[src/rtl/bmmd_pkg.sv]
`default_nettype none
// ----------------------------------------------------------------------------
// bmmd_pkg
// Shared types and constants of the bucket min/max/mean decimator.
// ----------------------------------------------------------------------------
package bmmd_pkg;

	localparam int CNT_W      = 21;
	localparam int MAXB_W     = 13;
	localparam int FRAME_W    = 32;
	localparam int VALUE_W    = 32;
	localparam int SUM_W      = 52;
	localparam int CFG_IDX_W  = 1;
	localparam int CFG_DATA_W = 21;

	localparam int MAX_SERIES  = 1048576;
	localparam int TOTAL_RESET = 0;
	localparam int MAXB_RESET  = 1024;
	localparam int QUEUE_DEPTH = 2;

	localparam logic [SUM_W-1:0] SUM_MAX = {1'b0, {(SUM_W-1){1'b1}}};
	localparam logic [SUM_W-1:0] SUM_MIN = {1'b1, {(SUM_W-1){1'b0}}};

	typedef enum logic [CFG_IDX_W-1:0] {
		CFG_TOTAL_POINTS = 1'b0,
		CFG_MAX_BUCKETS  = 1'b1
	} cfg_index_t;

	typedef enum logic {
		BK_IDLE,
		BK_DIV
	} back_state_t;

	// closed bucket, handed from front to back
	typedef struct packed {
		logic [FRAME_W-1:0]        first_frame;
		logic [FRAME_W-1:0]        final_frame;
		logic [CNT_W-1:0]          record_total;
		logic [CNT_W-1:0]          valid_total;
		logic signed [SUM_W-1:0]   value_sum;
		logic signed [VALUE_W-1:0] value_min;
		logic signed [VALUE_W-1:0] value_max;
		logic                      last_bucket;
	} bucket_t;

	typedef struct packed {
		bucket_t                   bucket;
		logic signed [VALUE_W-1:0] value_mean;
	} result_t;

endpackage
`default_nettype wire

[src/rtl/bmmd_div.sv]
`default_nettype none
// ----------------------------------------------------------------------------
// bmmd_div
// Unsigned restoring divider, one quotient bit per cycle.
// ----------------------------------------------------------------------------
module bmmd_div #(
	parameter int NUM_W = 22,
	parameter int DEN_W = 13
) (
	input  wire logic             clk,
	input  wire logic             arst_n,
	input  wire logic             start,
	input  wire logic [NUM_W-1:0] num,
	input  wire logic [DEN_W-1:0] den,
	output logic                  busy,
	output logic [NUM_W-1:0]      quo
);

	localparam int CNT_BITS = $clog2(NUM_W + 1);

	logic                busy_q;
	logic [CNT_BITS-1:0] cnt_q;
	logic [DEN_W-1:0]    den_q;
	logic [DEN_W-1:0]    rem_q;
	logic [NUM_W-1:0]    quo_q;
	logic [DEN_W:0]      shifted;
	logic [DEN_W:0]      diff;
	logic                ge;

	always_comb begin
		shifted = {rem_q, quo_q[NUM_W-1]};
		ge      = shifted >= {1'b0, den_q};
		diff    = shifted - {1'b0, den_q};
	end

	always_ff @(posedge clk or negedge arst_n) begin
		if (!arst_n) begin
			busy_q <= 1'b0;
			cnt_q  <= '0;
		end else if (start) begin
			busy_q <= 1'b1;
			cnt_q  <= CNT_BITS'(NUM_W);
		end else if (busy_q) begin
			busy_q <= cnt_q != CNT_BITS'(1);
			cnt_q  <= cnt_q - CNT_BITS'(1);
		end
	end

	always_ff @(posedge clk) begin
		if (start) begin
			rem_q <= '0;
			quo_q <= num;
			den_q <= den;
		end else if (busy_q) begin
			rem_q <= ge ? diff[DEN_W-1:0] : shifted[DEN_W-1:0];
			quo_q <= {quo_q[NUM_W-2:0], ge};
		end
	end

	assign busy = busy_q;
	assign quo  = quo_q;

endmodule
`default_nettype wire

[src/rtl/bmmd_front.sv]
`default_nettype none
// ----------------------------------------------------------------------------
// bmmd_front
// Configuration registers, bucket width, per-point accumulation.
// ----------------------------------------------------------------------------
module bmmd_front (
	input  wire logic                                   clk,
	input  wire logic                                   arst_n,
	input  wire logic                                   cfg_valid,
	input  wire logic [bmmd_pkg::CFG_IDX_W-1:0]         cfg_index,
	input  wire logic [bmmd_pkg::CFG_DATA_W-1:0]        cfg_data,
	input  wire logic                                   pt_valid,
	output logic                                        pt_ready,
	input  wire logic [bmmd_pkg::FRAME_W-1:0]           pt_frame,
	input  wire logic                                   pt_has,
	input  wire logic signed [bmmd_pkg::VALUE_W-1:0]    sample_value,
	output logic                                        push,
	output bmmd_pkg::bucket_t                           push_data,
	input  wire logic                                   queue_full
);

	localparam int CW = bmmd_pkg::CNT_W;
	localparam int MW = bmmd_pkg::MAXB_W;
	localparam int SW = bmmd_pkg::SUM_W;
	localparam int VW = bmmd_pkg::VALUE_W;

	logic [CW-1:0]              total_q;
	logic [MW-1:0]              maxb_q;
	logic                       wpend_q;
	logic [CW-1:0]              seen_q;
	logic [CW-1:0]              inbkt_q;
	logic [CW-1:0]              vcnt_q;
	logic [bmmd_pkg::FRAME_W-1:0] start_frame_q;
	logic signed [SW-1:0]       sum_q;
	logic signed [VW-1:0]       min_q;
	logic signed [VW-1:0]       max_q;

	logic [CW-1:0]   total_eff;
	logic [MW-1:0]   mb;
	logic [CW:0]     wnum;
	logic            wbusy;
	logic [CW:0]     wquo;
	logic [CW-1:0]   width;
	logic            cfg_wr;
	logic            take;

	logic [CW-1:0]              pib;
	logic [CW-1:0]              seen_n;
	logic [CW-1:0]              vcnt_n;
	logic [bmmd_pkg::FRAME_W-1:0] sf;
	logic signed [SW:0]         sum_wide;
	logic signed [SW-1:0]       sum_n;
	logic signed [VW-1:0]       min_n;
	logic signed [VW-1:0]       max_n;
	logic                       last;
	logic                       close;

	assign total_eff = (total_q > CW'(bmmd_pkg::MAX_SERIES)) ? CW'(bmmd_pkg::MAX_SERIES)
	                                                          : total_q;
	assign mb    = (maxb_q == '0) ? MW'(1) : maxb_q;
	assign wnum  = {1'b0, total_eff} + (CW + 1)'(mb) - (CW + 1)'(1);
	assign width = wquo[CW-1:0];

	bmmd_div #(
		.NUM_W (CW + 1),
		.DEN_W (MW)
	) u_wdiv (
		.clk    (clk),
		.arst_n (arst_n),
		.start  (wpend_q),
		.num    (wnum),
		.den    (mb),
		.busy   (wbusy),
		.quo    (wquo)
	);

	assign cfg_wr   = cfg_valid;
	assign pt_ready = !wpend_q && !wbusy && !queue_full;
	assign take     = pt_valid && pt_ready && (total_eff != '0);

	always_comb begin
		pib      = inbkt_q + CW'(1);
		seen_n   = seen_q + CW'(1);
		sf       = (inbkt_q == '0) ? pt_frame : start_frame_q;
		vcnt_n   = vcnt_q;
		sum_n    = sum_q;
		min_n    = min_q;
		max_n    = max_q;
		sum_wide = {sum_q[SW-1], sum_q} + (SW + 1)'(sample_value);
		if (pt_has) begin
			vcnt_n = vcnt_q + CW'(1);
			if (vcnt_q == '0 || sample_value < min_q) begin
				min_n = sample_value;
			end
			if (vcnt_q == '0 || sample_value > max_q) begin
				max_n = sample_value;
			end
			if (sum_wide[SW] != sum_wide[SW-1]) begin
				sum_n = sum_wide[SW] ? bmmd_pkg::SUM_MIN : bmmd_pkg::SUM_MAX;
			end else begin
				sum_n = sum_wide[SW-1:0];
			end
		end
		last  = seen_n >= total_eff;
		close = (pib >= width) || last;
	end

	always_comb begin
		push_data.first_frame  = sf;
		push_data.final_frame  = pt_frame;
		push_data.record_total = pib;
		push_data.valid_total  = vcnt_n;
		push_data.value_sum    = sum_n;
		push_data.value_min    = min_n;
		push_data.value_max    = max_n;
		push_data.last_bucket  = last;
	end
	assign push = take && close;

	always_ff @(posedge clk or negedge arst_n) begin
		if (!arst_n) begin
			total_q       <= CW'(bmmd_pkg::TOTAL_RESET);
			maxb_q        <= MW'(bmmd_pkg::MAXB_RESET);
			wpend_q       <= 1'b1;
			seen_q        <= '0;
			inbkt_q       <= '0;
			vcnt_q        <= '0;
			start_frame_q <= '0;
			sum_q         <= '0;
			min_q         <= '0;
			max_q         <= '0;
		end else if (cfg_wr) begin
			unique case (cfg_index)
				bmmd_pkg::CFG_TOTAL_POINTS: total_q <= cfg_data[CW-1:0];
				bmmd_pkg::CFG_MAX_BUCKETS:  maxb_q  <= cfg_data[MW-1:0];
				default: ;
			endcase
			wpend_q       <= 1'b1;
			seen_q        <= '0;
			inbkt_q       <= '0;
			vcnt_q        <= '0;
			start_frame_q <= '0;
			sum_q         <= '0;
			min_q         <= '0;
			max_q         <= '0;
		end else begin
			wpend_q <= 1'b0;
			if (take) begin
				if (close) begin
					seen_q        <= last ? '0 : seen_n;
					inbkt_q       <= '0;
					vcnt_q        <= '0;
					sum_q         <= '0;
					min_q         <= '0;
					max_q         <= '0;
					start_frame_q <= last ? '0 : sf;
				end else begin
					seen_q        <= seen_n;
					inbkt_q       <= pib;
					vcnt_q        <= vcnt_n;
					sum_q         <= sum_n;
					min_q         <= min_n;
					max_q         <= max_n;
					start_frame_q <= sf;
				end
			end
		end
	end

endmodule
`default_nettype wire

[src/rtl/bmmd_fifo.sv]
`default_nettype none
// ----------------------------------------------------------------------------
// bmmd_fifo
// Short queue of closed buckets between front and back.
// ----------------------------------------------------------------------------
module bmmd_fifo #(
	parameter int DEPTH = bmmd_pkg::QUEUE_DEPTH
) (
	input  wire logic              clk,
	input  wire logic              arst_n,
	input  wire logic              push,
	input  wire bmmd_pkg::bucket_t push_data,
	output logic                   full,
	input  wire logic              pop,
	output bmmd_pkg::bucket_t      pop_data,
	output logic                   empty
);

	localparam int PW = (DEPTH > 1) ? $clog2(DEPTH) : 1;
	localparam int NW = $clog2(DEPTH + 1);

	bmmd_pkg::bucket_t mem [DEPTH];
	logic [PW-1:0]     wptr_q;
	logic [PW-1:0]     rptr_q;
	logic [NW-1:0]     count_q;
	logic              do_push;
	logic              do_pop;

	assign full     = count_q == NW'(DEPTH);
	assign empty    = count_q == '0;
	assign do_push  = push && !full;
	assign do_pop   = pop && !empty;
	assign pop_data = mem[rptr_q];

	always_ff @(posedge clk) begin
		if (do_push) begin
			mem[wptr_q] <= push_data;
		end
	end

	always_ff @(posedge clk or negedge arst_n) begin
		if (!arst_n) begin
			wptr_q  <= '0;
			rptr_q  <= '0;
			count_q <= '0;
		end else begin
			if (do_push) begin
				wptr_q <= (wptr_q == PW'(DEPTH - 1)) ? '0 : wptr_q + PW'(1);
			end
			if (do_pop) begin
				rptr_q <= (rptr_q == PW'(DEPTH - 1)) ? '0 : rptr_q + PW'(1);
			end
			if (do_push && !do_pop) begin
				count_q <= count_q + NW'(1);
			end else if (do_pop && !do_push) begin
				count_q <= count_q - NW'(1);
			end
		end
	end

endmodule
`default_nettype wire

[src/rtl/bmmd_back.sv]
`default_nettype none
// ----------------------------------------------------------------------------
// bmmd_back
// Mean division and output register for closed buckets.
// ----------------------------------------------------------------------------
module bmmd_back (
	input  wire logic              clk,
	input  wire logic              arst_n,
	input  wire logic              queue_empty,
	input  wire bmmd_pkg::bucket_t head,
	output logic                   pop,
	output logic                   out_valid,
	input  wire logic              out_ready,
	output bmmd_pkg::result_t      out_data
);

	localparam int SW = bmmd_pkg::SUM_W;
	localparam int VW = bmmd_pkg::VALUE_W;
	localparam int CW = bmmd_pkg::CNT_W;

	bmmd_pkg::back_state_t state_q;
	bmmd_pkg::back_state_t state_n;
	bmmd_pkg::bucket_t     rec_q;
	bmmd_pkg::result_t     out_q;
	logic                  out_valid_q;

	logic            out_free;
	logic            div_start;
	logic            load;
	logic [SW-1:0]   mag;
	logic            div_busy;
	logic [SW-1:0]   quo;
	logic [VW-1:0]   mean;

	assign out_free = !out_valid_q || out_ready;
	assign mag      = head.value_sum[SW-1] ? SW'(-head.value_sum) : SW'(head.value_sum);

	bmmd_div #(
		.NUM_W (SW),
		.DEN_W (CW)
	) u_mdiv (
		.clk    (clk),
		.arst_n (arst_n),
		.start  (div_start),
		.num    (mag),
		.den    (head.valid_total),
		.busy   (div_busy),
		.quo    (quo)
	);

	always_comb begin
		if (rec_q.valid_total == '0) begin
			mean = '0;
		end else if (rec_q.value_sum[SW-1]) begin
			mean = -quo[VW-1:0];
		end else begin
			mean = quo[VW-1:0];
		end
	end

	always_comb begin
		state_n = state_q;
		unique case (state_q)
			bmmd_pkg::BK_IDLE: if (!queue_empty) state_n = bmmd_pkg::BK_DIV;
			bmmd_pkg::BK_DIV:  if (!div_busy && out_free) state_n = bmmd_pkg::BK_IDLE;
			default:           state_n = bmmd_pkg::BK_IDLE;
		endcase
	end

	always_comb begin
		pop       = 1'b0;
		div_start = 1'b0;
		load      = 1'b0;
		unique case (state_q)
			bmmd_pkg::BK_IDLE: begin
				pop       = !queue_empty;
				div_start = !queue_empty;
			end
			bmmd_pkg::BK_DIV: begin
				load = !div_busy && out_free;
			end
			default: ;
		endcase
	end

	always_ff @(posedge clk or negedge arst_n) begin
		if (!arst_n) begin
			state_q     <= bmmd_pkg::BK_IDLE;
			out_valid_q <= 1'b0;
		end else begin
			state_q <= state_n;
			if (load) begin
				out_valid_q <= 1'b1;
			end else if (out_ready) begin
				out_valid_q <= 1'b0;
			end
		end
	end

	always_ff @(posedge clk) begin
		if (pop) begin
			rec_q <= head;
		end
		if (load) begin
			out_q.bucket     <= rec_q;
			out_q.value_mean <= mean;
		end
	end

	assign out_valid = out_valid_q;
	assign out_data  = out_q;

endmodule
`default_nettype wire

[src/rtl/bucket_min_max_mean_decimator_top.sv]
`default_nettype none
// ----------------------------------------------------------------------------
// bucket_min_max_mean_decimator_top
// Groups a stream of series points into buckets and reports min/max/mean.
// ----------------------------------------------------------------------------
// Points are taken at one per cycle while the width divider is idle and
// the queue is not full; each point is folded into the current bucket in
// the cycle it is accepted. A closed bucket goes into a queue of
// QUEUE_DEPTH entries, and the back end handles one bucket at a time:
// a one-bit-per-cycle divider forms the mean, then the result is registered,
// and only then is the next bucket taken from the queue.
// After reset and after each configuration write the bucket width is
// recomputed by a serial divider, and no point is taken until it is done.
// ----------------------------------------------------------------------------
module bucket_min_max_mean_decimator_top #(
	parameter int QUEUE_DEPTH = bmmd_pkg::QUEUE_DEPTH
) (
	input  wire logic                                clk,
	input  wire logic                                arst_n,
	input  wire logic                                cfg_valid,
	output logic                                     cfg_ready,
	input  wire logic [bmmd_pkg::CFG_IDX_W-1:0]      cfg_index,
	input  wire logic [bmmd_pkg::CFG_DATA_W-1:0]     cfg_data,
	input  wire logic                                s_axis_tvalid,
	output logic                                     s_axis_tready,
	// point frame [31:0], sample_value [63:32]
	input  wire logic [63:0]                         s_axis_tdata,
	// value present flag [0]
	input  wire logic [0:0]                          s_axis_tuser,
	output logic                                     m_axis_tvalid,
	input  wire logic                                m_axis_tready,
	// first_frame [31:0], final_frame [63:32], record_total [84:64],
	// valid_total [105:85], value_sum [157:106], value_min [189:158],
	// value_max [221:190], value_mean [253:222], zero [255:254]
	output logic [255:0]                             m_axis_tdata,
	// last_bucket
	output logic                                     m_axis_tlast
);

	bmmd_pkg::bucket_t push_data;
	bmmd_pkg::bucket_t head;
	bmmd_pkg::result_t res;
	logic              push;
	logic              full;
	logic              pop;
	logic              empty;

	assign cfg_ready = 1'b1;

	bmmd_front u_front (
		.clk          (clk),
		.arst_n       (arst_n),
		.cfg_valid    (cfg_valid),
		.cfg_index    (cfg_index),
		.cfg_data     (cfg_data),
		.pt_valid     (s_axis_tvalid),
		.pt_ready     (s_axis_tready),
		.pt_frame     (s_axis_tdata[31:0]),
		.pt_has       (s_axis_tuser[0]),
		.sample_value (s_axis_tdata[63:32]),
		.push         (push),
		.push_data    (push_data),
		.queue_full   (full)
	);

	bmmd_fifo #(
		.DEPTH (QUEUE_DEPTH)
	) u_fifo (
		.clk       (clk),
		.arst_n    (arst_n),
		.push      (push),
		.push_data (push_data),
		.full      (full),
		.pop       (pop),
		.pop_data  (head),
		.empty     (empty)
	);

	bmmd_back u_back (
		.clk         (clk),
		.arst_n      (arst_n),
		.queue_empty (empty),
		.head        (head),
		.pop         (pop),
		.out_valid   (m_axis_tvalid),
		.out_ready   (m_axis_tready),
		.out_data    (res)
	);

	assign m_axis_tdata = {
		2'b00,
		res.value_mean,
		res.bucket.value_max,
		res.bucket.value_min,
		res.bucket.value_sum,
		res.bucket.valid_total,
		res.bucket.record_total,
		res.bucket.final_frame,
		res.bucket.first_frame
	};
	assign m_axis_tlast = res.bucket.last_bucket;

endmodule
`default_nettype wire
[config.mk]
export PLATFORM = sky130hd
export DESIGN_NAME = bucket_min_max_mean_decimator_top
export DESIGN_NICKNAME = d
export VERILOG_FILES = /design/src/rtl/bmmd_pkg.sv /design/src/rtl/bmmd_div.sv /design/src/rtl/bmmd_front.sv /design/src/rtl/bmmd_fifo.sv /design/src/rtl/bmmd_back.sv /design/src/rtl/bucket_min_max_mean_decimator_top.sv
export SDC_FILE = /design/constraint.sdc
export NUM_CORES = 2
export LEC_CHECK = 0
export BUFFER_PORTS_ARGS = -buffer_cell sky130_fd_sc_hd__buf_2
export CAP_MARGIN = 20
export CELL_PAD_IN_SITES_DETAIL_PLACEMENT = 0
export CELL_PAD_IN_SITES_GLOBAL_PLACEMENT = 1
export CORE_ASPECT_RATIO = 0.9
export CORE_MARGIN = 2
export CORE_UTILIZATION = 55
export DETAILED_ROUTE_END_ITERATION = 12
export PLACE_DENSITY_LB_ADDON = 0.12
export SLEW_MARGIN = 10
export SYNTH_ARGS = -nofsm -noshare
export SYNTH_HDL_FRONTEND = slang
export SYNTH_SLANG_ARGS = --single-unit
[constraint.sdc]
create_clock -name clk -period 29.4 [get_ports clk]
set_input_delay 2.94 -clock clk [delete_from_list [all_inputs] [get_ports clk]]
set_output_delay 2.94 -clock clk [all_outputs]
set_load 0.1 [all_outputs]
==> summary.txt <==
Routing
  – Vias: 35500
  – WL final: 134000 microns
  – Wirelength per Cell: 21.5 microns
  – Vias/cell: between 5 and 6
  – Final ANT Viol Nets: 0
  – Drt drc: 0
  – Initial DRC Count: 2721
  – Drt pass-1 iters: 5

Placed design
  – Cell Area, Placed: ~62000 sq um
  – Port bufs: about 350
  – DP HPWL: slightly above 90000 microns
  – Gpl congestion: 0.906

Layout
  – Fillers: 8153
  – Share of cells above drive strength 1: 0.198
  – Final net count: 5067
  – Post-route cell area: 66200 sq um
  – Final core utilization: 0.627
  – Layout area overhead: 13.1%

CTS
  – H-tree levels: 4
  – CTS tree: built
  – Root buffer cell: clkbuf_16
  – Clk Latency, worst-skew pair: 0.75 ns
  – Num Clock Sinks: roughly 1300
  – Clk buf depth: 3
  – Hold Buf Count CTS: 0
  – Post-CTS Resized: 0
  – Worst-path clk slew: around 0.060 ns
  – Post-CTS Setup Inserts: 0
  – Total CTS buffers: 138

Synthesis
  – EDFF count, synth: 1011
  – Yosys top cell area share: 0.519
  – Syn avg cell area: about 13 sq um
  – Synth top cells by count: edfxtp_1, nand2_1, mux2_2, inv_1, dfrtp_1
  – Synthesized area: a little under 60000 sq um
  – Largest cells by area after synthesis: edfxtp_1, dfrtp_1, mux2_2
  – Synth area leader: edfxtp_1
  – Flops & latches, synth: roughly 1300
  – Most common cell in the netlist: edfxtp_1
  – Synth Instances: around 4400
  – Seq/Total Area, Yosys: 0.644
  – FFs w/ async S/R, synth: 0.202
  – Dominant synthesized flop cell: edfxtp_1
  – Yosys warnings: 0
  – Synth cell types: 94

STA
  – Final Setup Violations: 0
  – Final TNS setup: 0 ns
  – Clock skew: 0.0283 ns
  – RSZ-0062 raised after global routing: false
  – Hold Vio Cnt, Final: 0
  – Slew Limit Fails: 0
  – Final min period: 6.74 ns
  – Max-slew headroom: 0.302
  – Fmax: 0.148 GHz
  – Worst-margin pin slew: ~1.0 ns
  – Crit share post-route: 0.229

Worst setup path
  – Worst r2r dst: u_fifo.mem[1][11]
  – Max FO, Critical Path: 28
  – R2R Setup Slk: 22.91 ns
  – Critical path data arrival time: 3.80 ns
  – RR Startpoint: u_front.inbkt_q[2]
  – Worst setup EP type: primary output
  – Req. time, crit path: approximately 26 ns
  – Crit path launch type: flop
  – Critical path type: flop to primary output
  – Cell count of the worst reg-to-reg path: 19

Floorplanning
  – Die Ht: 313 microns
  – Core area: 105000 sq um
  – Die area: 109000 sq um
  – Starting density of the core: 0.554
  – Io pins: 352
  – Rows: ~110
  – Die extent in x: 348 microns

Power
  – Lkg Pwr: approximately 26 nW
  – PwrDens: about 62 nW/um^2
  – Total power: 4.07 mW
  – Maximum vdd drop: 0.0628 mV

Hold path
  – Hold wc startpoint: u_back.rec_q[35]
  – Hold Path Cell Cnt: 0
  – Hold Path End: u_back.out_data[67]
  – Hold Crit Class: flop to flop

Global routing
  – Largest net degree at the start of global routing: around 160
  – Vias in the first global route: 35100
  – GRT Overall Usage: 0.246
  – Grt total ovfl: 0
  – Initial antenna violation count: 23
  – First-pass GRT wire length: 207000 microns

Run
  – Max_cap viols: 0

Outcome
  – Outcome: finished, final reports clean
-- placed cells by master, fill, tap and decap left out, types with 104 or more instances in the layout --
master     instances
edfxtp_1        1011
buf_2            347
nand2_1          316
mux2_2           301
inv_1            295
dfrtp_1          262
o21ai_0          250
ha_1             238
nor2_1           230
a21oi_1          162
clkbuf_16        144
xnor2_1          122
xor2_1           104
-- layout make-up --
type,count,area (sq um),share of cell area
Inverter,301,1140,0.0172
Tap cell,1380,1730,0.0261
Antenna cell,3,7.51,0.000113
Timing Repair Buffer,392,2140,0.0324
Multi-Input combinational cell,2590,19000,0.287
Sequential cell,1310,37700,0.570
Clock buffer,192,3850,0.0583
Clock inverter,61,642,0.00970
-- kinds of logic (layout without fill, tap and decap cells) --
family	Yosys count	count (layout)	synth area share
buffers and inverters	489	946	0.0329
AND/OR/NAND/NOR	902	902	0.0726
AO/OA/AOI/OAI	880	880	0.0999
other	2	6	0.000128
XOR/XNOR	226	226	0.0338
adder cells (fa/ha/maj)	242	242	0.0523
flip-flops	1310	1310	0.644
multiplexers	337	337	0.0641
-- sequential cells by signal, summed over array words and instances (netlist names), 21 cells and up --
signal	flops
u_fifo.mem	446
u_back.out_data	255
u_back.rec_q	202
u_back.u_mdiv.quo	52
u_front.sum_q	52
u_front.max_q	32
u_front.min_q	32
u_front.start_frame_q	32
u_front.u_wdiv.quo	22
u_back.u_mdiv.den_q	21
u_back.u_mdiv.rem_q	21
u_front.inbkt_q	21
u_front.seen_q	21
u_front.total_q	21
u_front.vcnt_q	21
-- stage by stage --
step,setup WS (ns),hold WS (ns),cells
floorplan,13.19,0.400,4389
global placement,22.15,0.401,5971
detailed placement,22.01,0.405,5972
CTS,22.57,0.411,6225
global route,22.31,0.415,6227
finish,22.66,0.408,6229
-- how the worst max path moves through the flow --
stage | from | to
after floorplan | m_axis_tready | u_back.out_data[0]
after global placement | s_axis_tdata[32] | u_fifo.mem[0][65]
final | u_front.u_wdiv.busy | s_axis_tready
after detailed placement | s_axis_tdata[32] | u_fifo.mem[0][86]
after CTS | u_front.u_wdiv.busy | s_axis_tready
after global routing | u_front.u_wdiv.busy | s_axis_tready
-- critical path: stages (launching register included) --
cell      delay, ns
dfrtp_1        0.96
clkinv_1       0.52
nand2_1        0.85
a21oi_1        0.32
buf_2          0.40
-- report_power, final --
group	switching (mW)	total, mW	internal (mW)
Sequential	0.0212	2.04	2.02
Clock	0.704	1.72	1.02
Combinational	0.190	0.313	0.123
-- layer usage --
layer	track usage	share of wire
met5	0	0.0015
met4	0.0545	0.017
met3	0.0625	0.072
met2	0.374	0.45
met1	0.361	0.46
(Power assumes the default switching activity.)
